<file path="src/sv/gct_pkg.sv">
// Package for the glyph reference-count table.
// Holds the status codes and the fixed field types shared by the top level.
// No dependencies.
package gct_pkg;

  localparam int GLYPH_BITS = 16;

  typedef logic [2:0]            status_t;
  typedef logic [GLYPH_BITS-1:0] glyph_t;
  typedef logic [5:0]            slot_out_t;
  typedef logic [15:0]           count_out_t;

  localparam status_t ST_HIT          = 3'd0;
  localparam status_t ST_INSERT       = 3'd1;
  localparam status_t ST_NO_OUTLINE   = 3'd2;
  localparam status_t ST_DECREMENT    = 3'd3;
  localparam status_t ST_RELEASE      = 3'd4;
  localparam status_t ST_UNTRACK_MISS = 3'd5;
  localparam status_t ST_FULL         = 3'd6;
  localparam status_t ST_SATURATED    = 3'd7;

  localparam logic OP_TRACK   = 1'b0;
  localparam logic OP_UNTRACK = 1'b1;

endpackage

</file>
<file path="src/sv/glyph_refcount_table_top.sv">
// Glyph reference-count table: one beat in, one result beat out.
// After reset a clearing pass writes every entry invalid, with input stalled.
// Per beat the single-port table memory is scanned one entry a cycle (registered read) until
// a hit or the last entry; the result is registered once the output register is free, and then
// the next beat is taken. Results wait in an output register, so the input
// is taken again while a result is still stalled.
module glyph_refcount_table_top #(
  parameter int TABLE_ENTRIES = 64,
  parameter int COUNT_BITS    = 16
) (
  input  logic                   clk,
  input  logic                   rst,
  input  logic                   in_valid,
  output logic                   in_stall,
  input  logic                   opcode,
  input  gct_pkg::glyph_t        glyph_index,
  input  logic                   has_outline,
  output logic                   out_valid,
  input  logic                   out_stall,
  output gct_pkg::status_t       status,
  output gct_pkg::slot_out_t     slot,
  output gct_pkg::count_out_t    use_count
);
  import gct_pkg::*;

  localparam int IDX_W  = (TABLE_ENTRIES > 1) ? $clog2(TABLE_ENTRIES) : 1;
  localparam int WORD_W = 1 + GLYPH_BITS + COUNT_BITS;
  localparam logic [IDX_W-1:0] LAST_IDX = IDX_W'(TABLE_ENTRIES - 1);
  localparam logic [IDX_W:0]   SCAN_END = (IDX_W + 1)'(TABLE_ENTRIES);

  localparam logic [1:0] S_CLEAR  = 2'd0;
  localparam logic [1:0] S_IDLE   = 2'd1;
  localparam logic [1:0] S_SCAN   = 2'd2;
  localparam logic [1:0] S_UPDATE = 2'd3;

  // entry word: {valid, glyph, count}
  logic [WORD_W-1:0] mem [TABLE_ENTRIES];
  logic [WORD_W-1:0] mem_q;

  logic [1:0]            state;
  logic [IDX_W-1:0]      clr_addr;
  logic [IDX_W:0]        scan_addr;
  logic                  q_valid;
  logic [IDX_W-1:0]      q_slot;

  logic                  op;
  glyph_t                glyph;
  logic                  outline;
  logic                  hit_found;
  logic [IDX_W-1:0]      hit_slot;
  logic [COUNT_BITS-1:0] hit_count;
  logic                  free_found;
  logic [IDX_W-1:0]      free_slot;

  logic                  rd_en;
  logic [IDX_W-1:0]      rd_idx;
  logic                  wr_en;
  logic [IDX_W-1:0]      wr_idx;
  logic [WORD_W-1:0]     wr_data;

  logic                  q_entry_valid;
  glyph_t                q_glyph;
  logic [COUNT_BITS-1:0] q_count;
  logic                  q_match;

  logic                  load_out;
  logic                  upd_wr;
  logic [IDX_W-1:0]      upd_idx;
  logic [WORD_W-1:0]     upd_data;
  status_t               res_status;
  logic [IDX_W-1:0]      res_slot;
  logic                  res_has_slot;
  logic [COUNT_BITS-1:0] res_count;

  assign in_stall = (state != S_IDLE);
  assign rd_en    = (state == S_SCAN) && (scan_addr != SCAN_END);
  assign rd_idx   = scan_addr[IDX_W-1:0];

  assign q_entry_valid = mem_q[WORD_W-1];
  assign q_glyph       = mem_q[WORD_W-2 -: GLYPH_BITS];
  assign q_count       = mem_q[COUNT_BITS-1:0];
  assign q_match       = q_valid && q_entry_valid && (q_glyph == glyph);

  assign load_out = (state == S_UPDATE) && (!out_valid || !out_stall);

  // result and write-back for the captured lookup
  always_comb begin
    upd_wr       = 1'b0;
    upd_idx      = hit_slot;
    upd_data     = '0;
    res_status   = ST_UNTRACK_MISS;
    res_slot     = hit_slot;
    res_has_slot = 1'b0;
    res_count    = '0;
    if (op == OP_TRACK) begin
      if (hit_found) begin
        res_has_slot = 1'b1;
        if (&hit_count) begin
          res_status = ST_SATURATED;
          res_count  = hit_count;
        end else begin
          res_status = ST_HIT;
          res_count  = hit_count + COUNT_BITS'(1);
          upd_wr     = 1'b1;
          upd_data   = {1'b1, glyph, res_count};
        end
      end else if (!outline) begin
        res_status = ST_NO_OUTLINE;
      end else if (free_found) begin
        res_status   = ST_INSERT;
        res_slot     = free_slot;
        res_has_slot = 1'b1;
        res_count    = COUNT_BITS'(1);
        upd_wr       = 1'b1;
        upd_idx      = free_slot;
        upd_data     = {1'b1, glyph, COUNT_BITS'(1)};
      end else begin
        res_status = ST_FULL;
      end
    end else begin
      if (hit_found) begin
        res_has_slot = 1'b1;
        upd_wr       = 1'b1;
        if (hit_count <= COUNT_BITS'(1)) begin
          res_status = ST_RELEASE;
          upd_data   = {1'b0, glyph, COUNT_BITS'(0)};
        end else begin
          res_status = ST_DECREMENT;
          res_count  = hit_count - COUNT_BITS'(1);
          upd_data   = {1'b1, glyph, res_count};
        end
      end
    end
  end

  always_comb begin
    if (state == S_CLEAR) begin
      wr_en   = 1'b1;
      wr_idx  = clr_addr;
      wr_data = '0;
    end else begin
      wr_en   = load_out && upd_wr;
      wr_idx  = upd_idx;
      wr_data = upd_data;
    end
  end

  always_ff @(posedge clk) begin
    if (wr_en) begin
      mem[wr_idx] <= wr_data;
    end
    if (rd_en) begin
      mem_q <= mem[rd_idx];
    end
  end

  always_ff @(posedge clk) begin
    if (rst) begin
      state     <= S_CLEAR;
      clr_addr  <= '0;
      scan_addr <= '0;
      q_valid   <= 1'b0;
      out_valid <= 1'b0;
    end else begin
      q_valid <= rd_en;
      if (rd_en) begin
        scan_addr <= scan_addr + (IDX_W + 1)'(1);
      end
      case (state)
        S_CLEAR: begin
          clr_addr <= clr_addr + IDX_W'(1);
          if (clr_addr == LAST_IDX) begin
            state <= S_IDLE;
          end
        end
        S_IDLE: begin
          if (in_valid) begin
            state     <= S_SCAN;
            scan_addr <= '0;
          end
        end
        S_SCAN: begin
          // glyphs are unique, so the first match ends the scan
          if (q_match || (q_valid && q_slot == LAST_IDX)) begin
            state <= S_UPDATE;
          end
        end
        S_UPDATE: begin
          if (load_out) begin
            state <= S_IDLE;
          end
        end
        default: state <= S_CLEAR;
      endcase
      if (load_out) begin
        out_valid <= 1'b1;
      end else if (!out_stall) begin
        out_valid <= 1'b0;
      end
    end
  end

  always_ff @(posedge clk) begin
    q_slot <= rd_idx;
    if (state == S_IDLE && in_valid) begin
      op         <= opcode;
      glyph      <= glyph_index;
      outline    <= has_outline;
      hit_found  <= 1'b0;
      free_found <= 1'b0;
    end
    if (state == S_SCAN && q_valid) begin
      if (q_match) begin
        hit_found <= 1'b1;
        hit_slot  <= q_slot;
        hit_count <= q_count;
      end
      if (!q_entry_valid && !free_found) begin
        free_found <= 1'b1;
        free_slot  <= q_slot;
      end
    end
    if (load_out) begin
      status    <= res_status;
      slot      <= res_has_slot ? slot_out_t'(res_slot) : '0;
      use_count <= count_out_t'(res_count);
    end
  end

`ifndef SYNTHESIS
  a_clear_stalls: assert property (@(posedge clk) disable iff (rst)
    (state == S_CLEAR) |-> in_stall)
    else $error("input taken during clearing pass");

  a_no_write_in_scan: assert property (@(posedge clk) disable iff (rst)
    (state == S_SCAN) |-> !wr_en)
    else $error("table written during scan");

  a_insert_count_one: assert property (@(posedge clk) disable iff (rst)
    (out_valid && status == ST_INSERT) |-> (use_count == 16'd1))
    else $error("insert did not report count one");

  a_no_slot_zero_count: assert property (@(posedge clk) disable iff (rst)
    (out_valid && (status == ST_RELEASE || status == ST_UNTRACK_MISS ||
                   status == ST_NO_OUTLINE || status == ST_FULL))
    |-> (use_count == 16'd0))
    else $error("nonzero count on a result without a live entry");

  a_update_after_scan: assert property (@(posedge clk) disable iff (rst)
    (state == S_UPDATE && $past(state) == S_SCAN) |-> $past(q_valid))
    else $error("scan ended without read data");
`endif

endmodule
</file>
<file path="config.mk">
export PLATFORM = sky130hd
export DESIGN_NAME = glyph_refcount_table_top
export DESIGN_NICKNAME = d
export VERILOG_FILES = /design/src/sv/gct_pkg.sv /design/src/sv/glyph_refcount_table_top.sv
export SDC_FILE = /design/constraint.sdc
export NUM_CORES = 2
export LEC_CHECK = 0
export BUFFER_PORTS_ARGS = -buffer_cell sky130_fd_sc_hd__buf_2
export CAP_MARGIN = 20
export CELL_PAD_IN_SITES_DETAIL_PLACEMENT = 0
export CELL_PAD_IN_SITES_GLOBAL_PLACEMENT = 1
export CORE_MARGIN = 1.5
export CORE_UTILIZATION = 56
export CTS_BUF_LIST = sky130_fd_sc_hd__clkbuf_4 sky130_fd_sc_hd__clkbuf_8 sky130_fd_sc_hd__clkbuf_16
export CTS_CLUSTER_SIZE = 10
export DETAILED_ROUTE_END_ITERATION = 12
export PLACE_DENSITY_LB_ADDON = 0.1
export SYNTH_ARGS = -nofsm -noshare
export SYNTH_HDL_FRONTEND = slang
export SYNTH_SLANG_ARGS = --single-unit
</file>
<file path="constraint.sdc">
create_clock -name clk -period 6.64 [get_ports clk]
set_clock_uncertainty 0.05 [all_clocks]
set_input_delay 0.996 -clock clk [delete_from_list [all_inputs] [get_ports clk]]
set_output_delay 0.996 -clock clk [all_outputs]
set_load 0.01 [all_outputs]
</file>
==> results by group <==
Routing
  • Final ANT Viol Nets: 0
  • DRC: 0
  • Via count: 43200
  • DR iter-0 viols: 6872
  • Wirelength per Cell: 37.3 um
  • Vias per inst: 6.86
  • Drt total wl: 235 mm
  • First-pass DRT Iterations: 6

Synthesis
  • Syn Nets: 3997
  • Part of the Yosys area used for sequential elements: 77.7%
  • Synth top area share: 77.1%
  • Ranking of synthesized cells by area: edfxtp_1 (77%), mux4_2 (12%), mux2i_1 (1.9%)
  • Ys Warns: 0
  • Count leader, synth: edfxtp_1
  • Post-Syn Area per Cell: 21.8 um^2
  • Top cells by count, synth: edfxtp_1 (2216), mux4_2 (460), mux2i_1 (160)
  • Synth Instances: 3964
  • Post-Syn Area: 86300 um^2
  • Yosys cell types: 76
  • Leading area contributor after synthesis: edfxtp_1
  • Synthesis-stage register bit count: 2241
  • Most used DFF post-synth: edfxtp_1
  • Number of flops mapped to enable cells by yosys: 2216
  • Share of flip-flops with an asynchronous set or reset: 0%

Critical path
  • R2r setup slk: 1.84 ns
  • Reg-to-reg endpoint: mem[53][27]
  • Peak fanout along the critical path: 24
  • Worst path arrival time: 5.34 ns
  • Startpoint Class: flip-flop
  • Critical path class: flip-flop to flip-flop
  • WP data required: 7.17 ns
  • R2R cell count: 6
  • Crit Reg-Reg Startpoint: op
  • Critical path endpoint category: flip-flop

STA
  • RSZ-0062 raised after global routing: no
  • Final setup vio count: 0
  • F_max: 0.208 GHz
  • Period utilisation layout: 72.3%
  • Min Clock Period, post-route: 4.80 ns
  • Slew HR: 21.3%
  • Setup TNS: 0 ns
  • Fin. Hold Viols: 0
  • Worst Tran Pin Value: 1.18 ns
  • Pins over their slew limit: 0

Global routing
  • GRT overflow: 0
  • Total GRT Usage: 30.3%
  • Vias in the first global route: 41700
  • Pin count of the biggest net entering global routing: 80
  • First-pass GRT wire length: 327 mm
  • Antenna violations before repair: 23

Power
  • Lkg Pwr: 30.6 nW
  • Combinational share of power: 5.6%
  • Sw Pwr: 0.00652 W
  • Clk pwr share: 42.3%
  • Pint: 0.0242 W
  • PD cells: 313 nW/um^2
  • VDD IR max: 0.000247 V
  • Seq pwr share: 52.1%
  • Switching part of the total power: 21.2%

Worst hold path
  • HP Class: input port to flip-flop
  • Hold wc startpoint: glyph_index[10]
  • Hold EP: glyph[10]
  • Hold path depth: 1

Floorplan
  • Die H: 396 um
  • Core Area: 152000 um^2
  • Die area: 157000 um^2
  • Initial core utilization: 56.6%
  • # IOs: 49
  • Die Wd: 396 um
  • Placement Rows: 143

Placed design
  • Count of input and output buffers: 48
  • Final GP Congestion: 0.902
  • Dpl cell area: 90000 um^2
  • Post-DP HPWL: 143 mm

Clocking
  • Max clock buf depth: 4
  • Clock sink total: 2241
  • CTS tree: built
  • Root Buffer: clkbuf_16
  • H-Tree Depth: 5
  • Skew-Pair Late Insertion Delay: 0.89 ns
  • CTS buffer count: 277
  • Resized Gates After CTS: 0
  • Post-CTS Setup Bufs: 0
  • Hold-fix buffers at CTS: 0
  • CTS clk-pin slew, worst paths: 0.06 ns

Final layout
  • Post-route cell area: 98000 um^2
  • Final nets: 4248
  • Fraction of layout cells with a size suffix above 1: 27.3%
  • Area grow syn2layout: 13.5%

Status
  • Run status: finished clean

Run
  • Max_cap viols: 0
-- sequential cells by signal (all words and copies together), names as in the netlist --
signal	cells
clr_addr	6
q_slot	6
state	2
hit_count	16
hit_slot	6
free_slot	6
status	3
q_valid	1
slot	6
mem_q	33
out_valid	1
op	1
outline	1
scan_addr	7
hit_found	1
mem	2112
glyph	16
use_count	16
free_found	1
-- power groups by stage --
stage	clock network, W	logic (W)	registers, W
after floorplan	0	0.000884	0.0162
after global placement	0	0.00163	0.0163
after detailed placement	0	0.00170	0.0163
after CTS	0.0131	0.00170	0.0160
after global routing	0.0136	0.00178	0.0160
final	0.0130	0.00172	0.0160
-- area by class of cell --
type	count	area [um^2]
fill	10200	54500
clock inverter	14	106
tap	2030	2540
antenna	1	2.50
multi-input combinational	1485	18700
timing repair buffer	194	2140
inverter	16	60.1
sequential	2241	67100
clock buffer	314	7360
-- stage by stage --
stage | total power [W] | cells | worst slack (ns) | hold WS [ns] | utilization, %
floorplan | 0.0171 | 3964 | 0.954 | 0.276 | -
global placement | 0.0179 | 5918 | 1.54 | 0.383 | 58.7
detailed placement | 0.0180 | 5941 | 1.83 | 0.391 | 59.0
CTS | 0.0308 | 6269 | 1.82 | 0.225 | 63.9
global route | 0.0314 | 6294 | 1.76 | 0.242 | 64.3
finish | 0.0307 | 6295 | 1.84 | 0.272 | 64.3
-- logic make-up after synthesis --
kind of cell,count (synthesis),share of synthesized area [%]
compound gates,425,3.62
xor+xnor,30,0.304
fa+ha+maj,11,0.159
flops,2241,77.7
simple gates,351,2.15
buf+inv,238,1.61
mux,668,14.5
-- how the worst max path moves through the flow --
stage	from	to	cells past startpoint
detailed placement	op	mem[39][30]	5
finish	op	mem[53][27]	6
global route	op	mem[34][18]	5
global placement	op	mem[26][21]	5
floorplan	out_stall	mem[19][0]	5
CTS	op	mem[40][31]	5
-- placed cells by master, fill, tap and decap left out, drive strengths merged, types with 10 or more instances in the layout --
cell type  netlist  final
nor4            14     14
nor2           110    110
buf            130    194
clkbuf          92    314
a31oi           13     13
o32ai           10     10
ha              11     11
nor3            15     15
inv             15     20
xnor2           18     18
mux4           460    460
o22ai          114    114
edfxtp        2216   2216
or4             23     23
o221ai          59     59
a22o            15     15
a21oi           40     40
nand2           61     61
mux2i          160    160
and3            19     19
mux2            48     48
o21ai           27     27
and2            22     22
a221oi          44     44
a211oi          38     38
nand4           13     13
xor2            12     12
nand3           23     23
dfxtp           25     25
nor2b           12     12
a22oi           23     23
-- worst max-delay path, cell delays in order, from the launching register on --
cell,delay (ns)
edfxtp_1,0.56
and4bb_1,0.88
mux2_2,0.43
o32ai_1,0.97
nand2_1,0.51
nor2_4,0.77
buf_4,0.32
-- metal layers --
layer | global-route usage [%] | wire length, um | up-vias
met5 | 0 | 15 | -
met4 | 9.00 | 7050 | 4
met3 | 6.28 | 25600 | 384
met2 | 44.0 | 106000 | 2522
met1 | 46.8 | 95900 | 23000
li1 | - | - | 17300
Note: power is estimated with default switching activity, not from simulation.
